File: src/rtl/rbls_pkg.sv
`timescale 1ns / 1ps
`default_nettype none

package rbls_pkg;

  localparam int SRC_WIDTH_DEF    = 128;
  localparam int SRC_HEIGHT_DEF   = 128;
  localparam int PANEL_WIDTH_DEF  = 256;
  localparam int PANEL_HEIGHT_DEF = 256;

  localparam int COORD_W = 8;
  localparam int PIXEL_W = 16;
  localparam int DEST_W  = 9;
  localparam int STEP_W  = 24;
  localparam int CFG_W   = 24;
  localparam int FP_W    = COORD_W + STEP_W;

  localparam logic [15:0] MASK_RB = 16'hF81F;
  localparam logic [15:0] MASK_G  = 16'h07E0;
  localparam logic [5:0]  WEIGHT_ONE = 6'd32;

  localparam logic [DEST_W-1:0] DEST_RESET = 9'd256;
  localparam logic [STEP_W-1:0] STEP_RESET = 24'd32768;

  typedef enum logic [1:0] {
    CFG_DEST_WIDTH  = 2'd0,
    CFG_DEST_HEIGHT = 2'd1,
    CFG_STEP_X      = 2'd2,
    CFG_STEP_Y      = 2'd3
  } cfg_idx_e;

  typedef struct packed {
    logic [DEST_W-1:0] dest_width;
    logic [DEST_W-1:0] dest_height;
    logic [STEP_W-1:0] step_x;
    logic [STEP_W-1:0] step_y;
  } cfg_t;

  // Classified item: flag is "inside window" for a request and
  // "within source" for a load; u/v are window offsets or source coords.
  typedef struct packed {
    logic               is_req;
    logic               flag;
    logic [COORD_W-1:0] u;
    logic [COORD_W-1:0] v;
    logic [PIXEL_W-1:0] pix;
  } item_t;

endpackage

`default_nettype wire

File: src/rtl/rbls_front.sv
`timescale 1ns / 1ps
`default_nettype none

module rbls_front
  import rbls_pkg::*;
#(
  parameter int SRC_WIDTH    = SRC_WIDTH_DEF,
  parameter int SRC_HEIGHT   = SRC_HEIGHT_DEF,
  parameter int PANEL_WIDTH  = PANEL_WIDTH_DEF,
  parameter int PANEL_HEIGHT = PANEL_HEIGHT_DEF
) (
  input  cfg_t               cfg_i,
  input  logic               req_type_i,
  input  logic [COORD_W-1:0] coord_x_i,
  input  logic [COORD_W-1:0] coord_y_i,
  input  logic [PIXEL_W-1:0] pixel_i,
  output item_t              item_o
);

  localparam int PXB = $clog2(PANEL_WIDTH + 1);
  localparam int PYB = $clog2(PANEL_HEIGHT + 1);
  localparam int XW  = ((PXB > DEST_W) ? PXB : DEST_W) + 1;
  localparam int YW  = ((PYB > DEST_W) ? PYB : DEST_W) + 1;

  logic [XW-1:0] sx, offx, px, dx;
  logic [YW-1:0] sy, offy, py, dy;
  logic          in_x, in_y, load_ok;

  always_comb begin
    // clamp window to panel, center it
    sx   = (XW'(cfg_i.dest_width) > XW'(PANEL_WIDTH)) ? XW'(PANEL_WIDTH)
                                                       : XW'(cfg_i.dest_width);
    sy   = (YW'(cfg_i.dest_height) > YW'(PANEL_HEIGHT)) ? YW'(PANEL_HEIGHT)
                                                         : YW'(cfg_i.dest_height);
    offx = (XW'(PANEL_WIDTH) - sx) >> 1;
    offy = (YW'(PANEL_HEIGHT) - sy) >> 1;
    px   = XW'(coord_x_i);
    py   = YW'(coord_y_i);
    in_x = (px >= offx) && (px < offx + sx);
    in_y = (py >= offy) && (py < offy + sy);
    dx   = px - offx;
    dy   = py - offy;
    load_ok = (px < XW'(SRC_WIDTH)) && (py < YW'(SRC_HEIGHT));

    item_o.is_req = req_type_i;
    item_o.flag   = req_type_i ? (in_x && in_y) : load_ok;
    item_o.u      = req_type_i ? dx[COORD_W-1:0] : coord_x_i;
    item_o.v      = req_type_i ? dy[COORD_W-1:0] : coord_y_i;
    item_o.pix    = pixel_i;
  end

endmodule

`default_nettype wire

File: config.mk
export PLATFORM = sky130hd
export DESIGN_NAME = rbls_front
export DESIGN_NICKNAME = d
export VERILOG_FILES = /design/src/rtl/rbls_pkg.sv /design/src/rtl/rbls_front.sv
export SDC_FILE = /design/constraint.sdc
export NUM_CORES = 1
export LEC_CHECK = 0
export BUFFER_PORTS_ARGS = -buffer_cell sky130_fd_sc_hd__buf_2
export CAP_MARGIN = 20
export CELL_PAD_IN_SITES_DETAIL_PLACEMENT = 2
export CELL_PAD_IN_SITES_GLOBAL_PLACEMENT = 2
export CORE_UTILIZATION = 24
export DETAILED_ROUTE_END_ITERATION = 6
export PLACE_DENSITY_LB_ADDON = 0.1
export SLEW_MARGIN = 20
export SYNTH_ARGS = -nofsm -noshare
export SYNTH_HDL_FRONTEND = slang
export SYNTH_SLANG_ARGS = --single-unit
File: constraint.sdc
create_clock -name vclk -period 5.2
set_input_delay 0.52 -clock vclk [all_inputs]
set_output_delay 0.52 -clock vclk [all_outputs]
set_load 0.01 [all_outputs]
==> impl_metrics.env <==
export IMPL_yosys_cell_count_top_type="ha_1"
export IMPL_area_delta_synth_final_pct=11.14
export IMPL_final_cells=481
export IMPL_post_dp_cell_area_sq_um=2621
export IMPL_nets=495
export IMPL_gp_congestion=0.7337
export IMPL_rsz0062_at_grt="false"
export IMPL_synth_fp_nets=465
export IMPL_synth_distinct_cells=57
export IMPL_worst_pin_slew_ns=0.5910
export IMPL_dp_hpwl_um=6501
export IMPL_final_cell_area_sq_um=2621
export IMPL_grt_ovfl_total=0
export IMPL_first_iter_violations=25
export IMPL_postSynthAreaPerCell_sq_um=7.279
export IMPL_wl_um=7463
export IMPL_synthTopCellsByCount="ha_1 (40), nor2_1 (27), a21oi_1 (23), inv_1 (22)"
export IMPL_outcome="completed"
export IMPL_vias=2384
export IMPL_hp_start="pixel_i[12]"
export IMPL_maxCapViolations=0
export IMPL_cts_setup_buffers=0
export IMPL_yosys_warnings=0
export IMPL_die_area_sq_um=10230
export IMPL_synth_top_area_frac=0.2122
export IMPL_final_max_slew_viol_count=0
export IMPL_synth_top_cell_by_area="ha_1"
export IMPL_period_needed_ns=4.772
export IMPL_die_w_um=101.1
export IMPL_clock_buffers=0
export IMPL_diodes=0
export IMPL_ctsHoldBuffers=0
export IMPL_path_max_fanout=8
export IMPL_syn_inst=324
export IMPL_drc=0
export IMPL_initial_core_util=0.2517
export IMPL_p_leak_nw=1.167
export IMPL_flops_and_latches=0
export IMPL_drive_above_1_share=0.2074
export IMPL_hold_viol_final=0
export IMPL_grt_max_degree=23
export IMPL_power_density_nw_per_um2=125.4
export IMPL_finalSetupViolCount=0
export IMPL_ios=133
export IMPL_synth_area_sq_um=2359
export IMPL_rows=35
export IMPL_dp_cells=481
export IMPL_routedWlPerCell_um=15.52
export IMPL_fin_setup_tns_ns=0
export IMPL_max_slew_margin_rel=0.6030
export IMPL_io_buffer_count=53
export IMPL_timing_final_crit_share=0.9177
export IMPL_grt_pass1_vias=2531
export IMPL_arrival_ns=4.25
export IMPL_ys_seq_area_frac=0
export IMPL_final_seq_area_sq_um=0
export IMPL_worst_hold_path_num_cells=0
export IMPL_crit_type="in -> out"
export IMPL_fmax_ghz=0.2095
export IMPL_endpoint_kind="primary output"
export IMPL_multi_input_area_sq_um=2101
export IMPL_grt_usage=0.1473
export IMPL_irDropWorstVdd_mv=0.03058
export IMPL_grt_pass1_wl_um=12220
export IMPL_cts_resized=0
export IMPL_routed_via_density=4.956
export IMPL_die_h_um=101.1
export IMPL_hold_end="item_o[12]"
export IMPL_antenna_found_initial=0
export IMPL_final_antenna_net_count=0
export IMPL_startpoint_type="input port"
export IMPL_filler_cell_count=1176
export IMPL_required_ns=4.68
export IMPL_dr_pass1_iters=4
export IMPL_holdCritPathClass="in -> out"
export IMPL_core_sq_um=9371
export IMPL_synth_area_leaders="ha_1 (21%), xnor2_1 (6.7%), buf_4 (5.4%)"
==> layout make-up <==
cell class	instances	area share
multi-input combinational	275	0.8014
timing repair buffer	54	0.1041
tap	129	0.06158
inverter	23	0.03294
==> per-stage QoR <==
step	setup WS [ns]	util	hold slack [ns]	total power, mW
floorplan	0.9711	-	1.132	0.2405
global placement	0.4045	0.2797	1.040	0.3293
detailed placement	0.3533	0.2797	1.040	0.3344
CTS	0.3632	0.2797	1.040	0.3373
global route	0.1718	0.2797	1.040	0.3713
finish	0.4277	0.2797	1.040	0.3286
==> power breakdown <==
group	switching, mW	internal, mW	leakage (nW)
registers	0	0	0
logic	0.182	0.146	1.17
clock network	0	0	0
==> critical path, stage by stage <==
cell       delay, ns
buf_2           0.17
nor3_4          0.31
nand2_1         0.10
xor2_1          0.14
and2_1          0.18
ha_1            0.32
nor2b_1         0.19
a21o_1          0.21
and3_1          0.21
a2111oi_4       0.29
xor2_1          0.18
ha_1            0.27
a2111oi_0       0.47
nor4_1          0.09
o211ai_1        0.11
a21oi_1         0.08
a221oi_2        0.25
buf_2           0.17
==> worst max-delay path by stage <==
stage / to / from / slack, ns / cells past startpoint
after floorplan: item_o[32] / cfg_i[65] / 0.97 / 15
after global routing: item_o[32] / cfg_i[56] / 0.17 / 16
after CTS: item_o[32] / cfg_i[59] / 0.36 / 18
final: item_o[32] / cfg_i[59] / 0.43 / 18
after global placement: item_o[32] / cfg_i[59] / 0.40 / 18
after detailed placement: item_o[32] / cfg_i[59] / 0.35 / 18
==> cell usage in the layout, fill, tap and decap left out, types with 3 or more instances in the layout <==
cell type / n
nor2_1: 27
o31ai_1: 4
ha_1: 40
o21ai_0: 13
and2_1: 3
nand4_1: 3
nand2_1: 18
nor3_1: 10
nand3_1: 7
nand2b_1: 10
a211oi_1: 3
o211ai_1: 4
buf_2: 53
a21oi_1: 23
mux2_2: 9
inv_1: 22
a21o_1: 8
o21a_1: 8
o21bai_1: 3
nor2b_1: 14
nand3b_1: 3
xor2_1: 11
xnor2_1: 18
nor3b_1: 3
==> kinds of logic after synthesis <==
kind of cell,synth area share
AOI/OAI and AO/OA,0.2695
xor gates and xnor gates,0.1077
adders and majority gates,0.2292
buffers and inverters,0.1093
muxes,0.04297
and+or+nand+nor,0.2414
==> layer usage <==
layer / part of all wire / vias up / GRT usage
met5: 0 / - / 0
met4: 0 / 0 / 0.001115
met3: 0.023 / 0 / 0.002070
met2: 0.55 / 30 / 0.3108
met1: 0.43 / 1148 / 0.1720
li1: - / 1206 / -
No activity file was read; power rests on OpenSTA's default activity.
