$ cat config.mk
export PLATFORM = sky130hd
export DESIGN_NAME = rbls_queue
export DESIGN_NICKNAME = d
export VERILOG_FILES = /design/src/rtl/rbls_pkg.sv /design/src/rtl/rbls_queue.sv
export SDC_FILE = /design/constraint.sdc
export NUM_CORES = 1
export LEC_CHECK = 0
export ABC_AREA = 0
export BUFFER_PORTS_ARGS = -buffer_cell sky130_fd_sc_hd__clkbuf_2
export CAP_MARGIN = 20
export CORE_MARGIN = 2
export CORE_UTILIZATION = 60
export DETAILED_ROUTE_END_ITERATION = 7
export GPL_TIMING_DRIVEN = 0
export HOLD_SLACK_MARGIN = 0.06
export PLACE_DENSITY = 0.86
export REMOVE_ABC_BUFFERS = 1
export SYNTH_ARGS = -nofsm -noshare
export SYNTH_HDL_FRONTEND = slang
export SYNTH_SLANG_ARGS = --single-unit
export TNS_END_PERCENT = 1
$ cat constraint.sdc
create_clock -name clk_i -period 4.2 [get_ports clk_i]
set_input_delay 0.21 -clock clk_i [delete_from_list [all_inputs] [get_ports clk_i]]
set_output_delay 0.21 -clock clk_i [all_outputs]
set_load 0.05 [all_outputs]
$ cat src/rtl/rbls_pkg.sv
`timescale 1ns / 1ps
`default_nettype none

package rbls_pkg;

  localparam int SRC_WIDTH_DEF    = 128;
  localparam int SRC_HEIGHT_DEF   = 128;
  localparam int PANEL_WIDTH_DEF  = 256;
  localparam int PANEL_HEIGHT_DEF = 256;

  localparam int COORD_W = 8;
  localparam int PIXEL_W = 16;
  localparam int DEST_W  = 9;
  localparam int STEP_W  = 24;
  localparam int CFG_W   = 24;
  localparam int FP_W    = COORD_W + STEP_W;

  localparam logic [15:0] MASK_RB = 16'hF81F;
  localparam logic [15:0] MASK_G  = 16'h07E0;
  localparam logic [5:0]  WEIGHT_ONE = 6'd32;

  localparam logic [DEST_W-1:0] DEST_RESET = 9'd256;
  localparam logic [STEP_W-1:0] STEP_RESET = 24'd32768;

  typedef enum logic [1:0] {
    CFG_DEST_WIDTH  = 2'd0,
    CFG_DEST_HEIGHT = 2'd1,
    CFG_STEP_X      = 2'd2,
    CFG_STEP_Y      = 2'd3
  } cfg_idx_e;

  typedef struct packed {
    logic [DEST_W-1:0] dest_width;
    logic [DEST_W-1:0] dest_height;
    logic [STEP_W-1:0] step_x;
    logic [STEP_W-1:0] step_y;
  } cfg_t;

  // Classified item: flag is "inside window" for a request and
  // "within source" for a load; u/v are window offsets or source coords.
  typedef struct packed {
    logic               is_req;
    logic               flag;
    logic [COORD_W-1:0] u;
    logic [COORD_W-1:0] v;
    logic [PIXEL_W-1:0] pix;
  } item_t;

endpackage

`default_nettype wire

$ cat src/rtl/rbls_queue.sv
`timescale 1ns / 1ps
`default_nettype none

module rbls_queue
  import rbls_pkg::*;
(
  input  logic  clk_i,
  input  logic  rst_ni,
  input  logic  push_i,
  input  item_t item_i,
  output logic  full_o,
  input  logic  pop_i,
  output logic  valid_o,
  output item_t item_o
);

  item_t       slot_q [4];
  logic [1:0]  wr_q, rd_q;
  logic [2:0]  cnt_q, cnt_d;
  logic        do_push, do_pop;

  assign full_o  = cnt_q[2];
  assign valid_o = (cnt_q != 3'd0);
  assign item_o  = slot_q[rd_q];
  assign do_push = push_i && !full_o;
  assign do_pop  = pop_i && valid_o;

  always_comb begin
    cnt_d = cnt_q;
    if (do_push && !do_pop) begin
      cnt_d = cnt_q + 3'd1;
    end else if (do_pop && !do_push) begin
      cnt_d = cnt_q - 3'd1;
    end
  end

  always_ff @(posedge clk_i or negedge rst_ni) begin
    if (!rst_ni) begin
      wr_q  <= '0;
      rd_q  <= '0;
      cnt_q <= '0;
    end else begin
      cnt_q <= cnt_d;
      if (do_push) wr_q <= wr_q + 2'd1;
      if (do_pop)  rd_q <= rd_q + 2'd1;
    end
  end

  always_ff @(posedge clk_i) begin
    if (do_push) slot_q[wr_q] <= item_i;
  end

endmodule

`default_nettype wire

==> key figures, run 1 <==
Critical path
  • CP max FO: 19
  • CP Capture Type: output port
  • FF-to-FF path depth: 8
  • CP Class: flop to output port
  • CP startpoint kind: flop
  • Reg-to-reg critical path endpoint: cnt_q[2]
  • Worst EP arrival: 2.43 ns
  • Flop2flop setup slack: approximately 2.1 ns
  • CP required: 3.99 ns
  • Reg2reg start: cnt_q[0]

Logic synthesis
  • Yosys Warn Count: 0
  • Cell variety after synth: 21
  • Synth Instances: 213
  • Most used DFF post-synth: edfxtp_1
  • Post-synthesis cell area: between 0.005 and 0.006 mm^2
  • Synth top area share: ~76%
  • Number of synthesized flops with an enable pin: 136
  • Post-synth ARST share: 4.90%
  • #FFs+latches synth: 143
  • Syn_area_per_cell: 25.2 um^2
  • Cell taking the most area after synthesis: edfxtp_1
  • Synth area leaders: edfxtp_1, mux4_2, dfrtp_1
  • Seq/Total Area, Yosys: 79.5%

Run
  • Max-capacitance violation count: 0

STA
  • Fmax: 378 MHz
  • Slew Limit Fails: 0
  • Max-slew headroom: 38.7%
  • Fin crit period: 2.64 ns
  • Setup_tns: 0 ns
  • Worst Tran Pin Value: 0.919 ns
  • # setup viols final: 0
  • Hold slack: 0.170 ns
  • RSZ-0062 raised after global routing: no
  • Hold Fails Final Rpt: 0
  • Period utilisation layout: 62.9%
  • Worst Skew: about 0.0076 ns

Min path
  • Hold EP: wr_q[0]
  • Hold Path Origin: push_i
  • Min-Delay Path Class: primary input to flop
  • Worst Hold Depth: 3

Floorplanning
  • DIE WIDTH: approximately 100 um
  • Initial Utilization: 61.8%
  • Core area: 0.00868 mm^2
  • Die area: 0.00970 mm^2
  • Ports: between 70 and 80
  • Row Count: 34
  • Die H: roughly 99 um

Routing
  • Top Metal Used: met4
  • Vias per std cell: 5.58
  • Drt first pass iters: 4
  • DRT Wirelength: 9040 um
  • Met2 routed WL: between 4000 and 5000 um
  • Routed met3 length: 351 um
  • Vias: about 2.6k
  • Drt wl/cell: 19.8 um
  • # DRC: 0
  • Antenna viol nets, final: 0
  • M1 wire length: 3670 um
  • 1st-iter DRT viols: 106

Power
  • Switching Fraction: 36.2%
  • Power Density: 773 mW/mm^2
  • Clock Power Share: between 20 and 30%
  • VDD IR max: 0.477 mV
  • Internal power: between 3000 and 4000 uW
  • Sw power: 1900 uW
  • Combinational fraction of design power: 33.4%
  • Leakage: 0.00244 uW
  • Part of the power in registers: 37.9%

Place
  • Routability Congestion: approximately 0.67
  • Count of input and output buffers: 73
  • HPWL Detailed: 4830 um
  • Placed cell count: about 390

Global route
  • Vias in the first global route: 2823
  • Global-route wire length before repair: 14200 um
  • Gr usage total: 20.1%
  • Total grt overflow: 0
  • Largest net degree at the start of global routing: 36
  • Initial antenna violation count: 1

Clocking
  • Skew-Pair Late Insertion Delay: 0.51 ns
  • H-tree lvl count: 4
  • CTS buffer count: 17
  • CTS clk-pin slew, worst paths: 0.06 ns
  • Setup Buffers After CTS: 0
  • Root buffer cell: clkbuf_8
  • Clk buf depth: 2
  • CTS tree: yes
  • Clock sink count: 143

Final layout
  • Layout cells sized above 1: 40.2%
  • Area added between synthesis and finish: 26.9%
  • Filler instances: 473
  • Register Area: 0.00426 mm^2
  • Most frequent cells in the layout: edfxtp_1, clkbuf_2, dlygate4sd3_1, mux4_2, clkbuf_16
  • Leading cell type in the layout, fill and taps excluded: edfxtp_1
  • Final Net Count: 379
  • Post-Layout Cell Count: 457
  • Multi-input gate area: 998 um^2

Status
  • Status: completed
state kept, by name, indices dropped and copies added, names as in the netlist:
signal and count:
slot_q 136, cnt_q 3, rd_q 2, wr_q 2
how the worst max path moves through the flow:
stage	start	endpoint	slack [ns]
floorplan	rd_q[0]	item_o[23]	1.61
global placement	rd_q[0]	item_o[24]	1.07
detailed placement	rd_q[0]	item_o[33]	2.08
CTS	rd_q[0]	item_o[24]	1.48
global route	rd_q[0]	item_o[24]	1.40
finish	rd_q[0]	item_o[24]	1.56
cell usage after synthesis, types with 2 or more instances:
master	count
nand2_1	2
dfrtp_1	7
xor2_1	2
buf_2	4
edfxtp_1	136
inv_1	3
xnor2_1	4
mux4_2	28
and2_1	4
mux4_1	6
buf_12	3
ha_1	5
power groups by stage:
stage                     Sequential, uW  Combinational, uW  Clock, uW
after floorplan                     2010               1310          0
after global placement              2060               1650          0
after detailed placement            2020               1730          0
after CTS                           2000               1770       1530
after global routing                2020               1840       1580
final                               1990               1750       1510
critical path, stage by stage, from the launching register on:
cell and delay, ns:
dfrtp_2 0.75, buf_12 0.28, mux4_1 0.60, clkbuf_2 0.27
through the flow:
| stage | setup slack, ns | instance area [um^2] | utilization, % | power, uW |
|---|---|---|---|---|
| 2_1_floorplan | 1.61 | 5260 | - | 3320 |
| 4_1_cts | 1.48 | 6800 | 78.3 | 5300 |
| 6_report | 1.56 | 6800 | 78.3 | 5250 |
| 5_1_grt | 1.40 | 6800 | 78.3 | 5450 |
| 3_3_place_gp | 1.07 | 5760 | 66.4 | 3710 |
| 3_5_place_dp | 2.08 | 5820 | 67.1 | 3750 |
area by class of cell:
class | instances | share of cell area, %
clock buffer | 18 | 6.15
sequential | 143 | 62.7
inverter | 3 | 0.166
timing repair buffer | 112 | 11.5
clock inverter | 14 | 2.78
tap | 108 | 1.99
multi-input combinational | 58 | 14.7
antenna | 1 | 0.0368
per-layer routing:
metal	vias to the layer above	GRT usage, %
met1	1317	24.9
met4	0	7.90
li1	1140	-
met3	16	5.67
met5	-	0
met2	77	34.1
cell families (layout without fill, tap and decap cells):
logic type	count (synthesis)	after routing	share of synthesized area [%]
simple gates	10	10	1.00
compound gates	1	1	0.0933
mux	35	35	14.9
fa+ha+maj	6	6	1.54
buf+inv	12	147	1.98
other cells	0	1	0
flops	143	143	79.5
xor+xnor	6	6	0.981
repair_timing:
item                                   4_1_cts  5_1_grt
hold buffers                                37        0
resized for setup                            0        0
endpoints found under the hold margin      145        0
Note: power is estimated with default switching activity, not from simulation.
==> run 2, diff against run 1 <==
- CORE_UTILIZATION: 60 -> 56
- PLACE_DENSITY: 0.86 -> 0.81
- clock period: 4.2 -> 2.5 ns (I/O delays scaled with it)
==> run 2 against run 1 <==
Clock power is 81% higher. Flip-flop and latch count did not move. Combinational power grew 69%. Hold slack worse by 0.025 ns. Final cell count grew 4.4%. Global-route usage shrank 1.1 points. Via count down 0.31%. Largest cell class unchanged. Power is 72% higher. Routed wire length decreased by 3.1%. Register-to-register slack lost 1.8 ns. First-iteration DRC count is 17% lower. Design area increased by 1.1%. Critical path type unchanged.
==> key figures, run 2 (same netlist as run 1, synthesis figures left out) <==
Routing
  • DRT Wirelength: around 9000 um
  • Drt first pass iters: 4
  • Drt wl/cell: 18.4 um
  • Antenna viol nets, final: 0
  • Vias: 2542
  • Vias per std cell: 5.33
  • # DRC: 0
  • 1st-iter DRT viols: 88

Global route
  • Vias in the first global route: around 2.7k
  • Gr usage total: 19.0%
  • Total grt overflow: 0
  • Largest net degree at the start of global routing: 36
  • Initial antenna violation count: 0
  • Global-route wire length before repair: 14000 um

Min path
  • Hold EP: wr_q[0]
  • Hold Path Origin: push_i
  • Worst Hold Depth: 3
  • Min-Delay Path Class: primary input to flop

Critical path
  • CP Cell Sequence: buf_12 -> mux4_2 -> clkbuf_2
  • CP required: 2.38 ns
  • Crit. Startpoint: rd_q[0]
  • Reg-to-reg critical path endpoint: slot_q[2][2]
  • Buf+Inv Stages, Crit Path: 2
  • CP Capture Type: output port
  • CP startpoint kind: flop
  • Worst EP arrival: 2.22 ns
  • Cell family with most CP delay: flip-flops
  • Crit path largest cell delay: 0.64 ns
  • FF-to-FF path depth: 2
  • Reg2reg start: cnt_q[2]
  • Slowest cell on the critical path: dfrtp_4
  • Flop2flop setup slack: about 0.27 ns
  • CP Class: flop to output port
  • CP max FO: 19

Final layout
  • Antenna diodes: 0
  • Post-Layout Cell Count: 477
  • Leading cell type in the layout, fill and taps excluded: edfxtp_1
  • Area added between synthesis and finish: 28.3%
  • Most flop-heavy register: slot_q
  • Biggest registers after layout: slot_q: 136 flops, cnt_q: 3 flops
  • Layout cells sized above 1: 40.2%
  • Number of flip-flops in the largest register: 136
  • Final Net Count: 379
  • Most frequent cells in the layout: edfxtp_1, clkbuf_2, dlygate4sd3_1, mux4_2, clkbuf_16
  • Core Util, Final: between 70% and 80%

STA
  • Fin crit period: 2.34 ns
  • Fmax: 427 MHz
  • # setup viols final: 0
  • Hold slack: 0.145 ns
  • Slew Limit Fails: 0
  • Period utilisation layout: approximately 94%
  • Max-slew headroom: 37.2%
  • Post-route setup slack: 0.159 ns
  • Hold Fails Final Rpt: 0
  • RSZ-0062 raised after global routing: no
  • Worst Tran Pin Value: 0.941 ns
  • Worst Skew: 0.00753 ns

Place
  • Count of input and output buffers: 73
  • Placed cell count: 408
  • Routability Congestion: 0.685
  • HPWL Detailed: 4950 um
  • Pre-CTS worst setup slack: 0.268 ns

Floorplanning
  • Row Count: 35
  • Die area: 0.0104 mm^2
  • Die H: just over 100 um
  • Initial Utilization: 57.7%
  • DIE WIDTH: 102 um
  • Core area: ~0.0093 mm^2
  • Ports: 74

Clocking
  • Clk buf depth: 2
  • Root buffer cell: clkbuf_8
  • CTS tree: yes
  • H-tree lvl count: 4
  • CTS buffer count: 17
  • Skew-Pair Late Insertion Delay: 0.50 ns
  • CTS clk-pin slew, worst paths: 0.06 ns
  • Clock sink count: 143

Power
  • Power Density: 1310 mW/mm^2
  • Leakage: 0.00246 uW
  • VDD IR max: 0.933 mV

Run
  • Max-capacitance violation count: 0

Status
  • Status: completed
[run 2: changes by cell type in the layout (fill, tap and decap cells not counted)]
cell,before,now
bufinv_16,4,6
clkinvlp_4,2,0
clkinv_2,3,2
inv_6,2,1
dfrtp_4,0,1
dfrtp_2,2,1
diode_2,1,0
clkinv_4,2,4
[run 2: through the flow]
| stage | instance area, um^2 | TNS (ns) | power (uW) |
|---|---|---|---|
| final | 6870 | 0 | 9030 |
| after global routing | 6870 | 0 | 9400 |
| after CTS | 6870 | 0 | 9120 |
| after detailed placement | 5850 | 0 | 6330 |
| after global placement | 5790 | -41.03 | 6230 |
| after floorplan | 5260 | -0.0517 | 5580 |
[run 2: how the worst max path moves through the flow]
stage                     cells past startpoint  slack [ns]           end
after global placement                        2       -0.55    item_o[26]
final                                         3        0.16     item_o[6]
after detailed placement                      2        0.27  slot_q[0][4]
after CTS                                     3        0.11     item_o[6]
after global routing                          3        0.04     item_o[6]
after floorplan                               1      -0.009    item_o[23]
[run 2: repair_timing]
action	4_1_cts	5_1_grt
endpoints found under the hold margin	145	0
setup endpoints to repair	2	0
hold buffers	37	0
setup buffers	0	0
resized for setup	1	0
[run 2: area by class of cell]
| class | count | area, um^2 |
|---|---|---|
| well taps | 129 | 161 |
| fillers | 562 | 2410 |
| multi-input cells | 58 | 998 |
| repair buffers | 112 | 783 |
| inverters | 3 | 11.3 |
| flip-flops and latches | 143 | 4260 |
| clock buffers | 18 | 418 |
| clock inverters | 14 | 238 |
[run 2: worst min-delay path, cell delays in order]
cell and delay, ns:
clkbuf_2 0.07, nor2b_1 0.23, xnor2_1 0.17
[run 2: metal layers]
layer | part of all wire [%] | wire length (um) | global-route usage, %
met5 | 0 | 0 | 0
met3 | 4.3 | 373 | 5.06
met4 | 0.99 | 87 | 6.77
met2 | 52 | 4520 | 30.9
met1 | 43 | 3780 | 25.2
[run 2: where the power goes]
group          switching, uW  total, uW  leakage (uW)  internal (uW)
Sequential               298       3330       0.00132           3040
Clock                    914       2740      0.000321           1820
Combinational           1970       2950      0.000827            984
Total                   3180       9030       0.00246           5840
==> run 3, diff against run 2 <==
- PLACE_DENSITY: 0.81 -> 0.88
- RECOVER_POWER: unset -> 100
==> run 3 against run 2 <==
Register-to-register slack got worse by 0.06 ns. Sequential power barely moved. Sequential share of layout area rose by 1.1 points. Final cell count rose by 0.21%. Via count rose by 0.28%. Clock power fell by 14%. First-iteration DRC count rose by 28%. Largest power group unchanged. Highest routed layer unchanged. Setup slack got worse by 0.018 ns.
==> key figures, run 3 (same netlist as run 1, synthesis figures left out) <==
Routing
  • Drt wl/cell: about 19 um
  • Antenna viol nets, final: 0
  • Vias: 2549
  • DRT Wirelength: just over 9000 um
  • # DRC: 0
  • Vias per std cell: roughly 5.3
  • Drt first pass iters: 4
  • 1st-iter DRT viols: between 100 and 150

Critical path
  • Buf+Inv Stages, Crit Path: 2
  • CP max FO: 19
  • FF-to-FF path depth: 3
  • WP depth: 3
  • Crit path largest cell delay: between 0.6 and 0.7 ns
  • CP startpoint kind: flop
  • Cell family with most CP delay: flip-flops
  • CP Capture Type: output port
  • CP Cell Sequence: buf_12 -> mux4_2 -> clkbuf_2
  • CP required: between 2 and 2.5 ns
  • Worst EP arrival: around 2.2 ns
  • Slowest cell on the critical path: dfrtp_4
  • CP Class: flop to output port

STA
  • Hold slack: roughly 0.1 ns
  • # setup viols final: 0
  • Period utilisation layout: around 94%
  • Fin crit period: 2.36 ns
  • Fmax: 424 MHz
  • Worst Skew: approximately 0.0083 ns
  • Worst Tran Pin Value: 1.03 ns
  • Slew Limit Fails: 0
  • Post-route setup slack: roughly 0.14 ns
  • RSZ-0062 raised after global routing: no
  • Hold Fails Final Rpt: 0
  • Max-slew headroom: 31.2%

Place
  • HPWL Detailed: a little over 5000 um
  • Count of input and output buffers: 73
  • Pre-CTS worst setup slack: 0.396 ns
  • Routability Congestion: 0.608

Clocking
  • Root buffer cell: clkbuf_8
  • Setup Buffers After CTS: 0
  • Skew-Pair Late Insertion Delay: 0.50 ns
  • Clk buf depth: 2
  • H-tree lvl count: 4
  • CTS buffer count: 17
  • Clock sink count: roughly 140
  • CTS clk-pin slew, worst paths: roughly 0.060 ns
  • CTS tree: yes

Status
  • Status: completed

Power
  • VDD IR max: ~0.8 mV
  • Power Density: 1280 mW/mm^2
  • Leakage: 0.00232 uW

Global route
  • Initial antenna violation count: 0
  • Gr usage total: 19.5%
  • Global-route wire length before repair: 14000 um
  • Largest net degree at the start of global routing: 36
  • Vias in the first global route: 2737
  • Total grt overflow: 0

Final layout
  • Most frequent cells in the layout: edfxtp_1, clkbuf_1, dlygate4sd3_1, clkbuf_2, mux4_2
  • Leading cell type in the layout, fill and taps excluded: edfxtp_1
  • Area added between synthesis and finish: 26.1%
  • Antenna diodes: 0
  • Most flop-heavy register: slot_q
  • Number of flip-flops in the largest register: approximately 140
  • Biggest registers after layout: slot_q: 136 flops, cnt_q: 3 flops
  • Final Net Count: 380
  • Core Util, Final: ~73%
  • Layout cells sized above 1: ~29%

Min path
  • Worst Hold Depth: 3
  • Min-Delay Path Class: primary input to flop

Floorplanning
  • Core area: 0.00928 mm^2
  • Die area: 0.0104 mm^2
  • Die H: 102 um
  • Row Count: 35
  • DIE WIDTH: between 100 and 150 um
  • Ports: 74
  • Initial Utilization: between 50% and 60%

Run
  • Max-capacitance violation count: 0
[run 3: changes by cell type in the layout (fill, tap and decap cells not counted), sizes merged]
cell / previous run / this run
clkinv: 7 / 6
buf: 2 / 3
clkbuf: 91 / 93
clkinvlp: 0 / 1
bufinv: 6 / 2
inv: 4 / 6
[run 3: path summary, 6_finish.rpt]
path                          start           end  slack, ns
setup / recovery            rd_q[0]    item_o[28]       0.14
hold / removal               push_i       wr_q[0]        0.1
setup reg to reg           cnt_q[2]  slot_q[1][1]       0.21
hold reg to reg            cnt_q[2]      cnt_q[2]       0.52
max in group asynchronous    rst_ni       rd_q[0]       1.64
min in group asynchronous    rst_ni      cnt_q[1]       0.59
[run 3: layout make-up]
cell class	instances	area, um^2
flip-flops and latches	143	4260
fillers	579	2520
clock buffers	20	425
repair buffers	113	766
multi-input cells	58	996
well taps	129	161
clock inverters	12	135
inverters	3	11.3
[run 3: where the power goes]
group	leakage [uW]	internal, uW	total (uW)	switching (uW)
registers	0.00132	3040	3350	317
clock network	0.000274	1430	2350	921
logic	0.000730	990	2970	1980
total	0.00232	5450	8670	3210
[run 3: per-stage QoR]
stage / std cells / cell area [um^2] / TNS, ns / total power, uW
2_1_floorplan: 204 / 5260 / -0.0517 / 5580
3_3_place_gp: 406 / 5790 / -42.31 / 6240
3_5_place_dp: 409 / 5870 / 0 / 6340
4_1_cts: 478 / 6810 / 0 / 8730
5_1_grt: 478 / 6760 / 0 / 9010
6_report: 478 / 6760 / 0 / 8670
[run 3: worst min-delay path, cell delays in order]
cell and delay [ns]:
clkbuf_2 0.07, nor2b_1 0.20, xnor2_1 0.16
[run 3: repair_timing]
action,CTS,global route
hold buffers,37,0
endpoints found under the hold margin,145,0
resized for setup,1,0
setup endpoints to repair,17,0
[run 3: metal layers]
metal | vias up | GRT usage [%] | part of all wire, % | routed length, um
met4 | 0 | 8.31 | 0.88 | 81
li1 | 1146 | - | - | -
met3 | 7 | 5.75 | 3.7 | 341
met2 | 72 | 34.6 | 57 | 5230
met5 | - | 0 | 0 | 0
met1 | 1324 | 22.0 | 39 | 3560
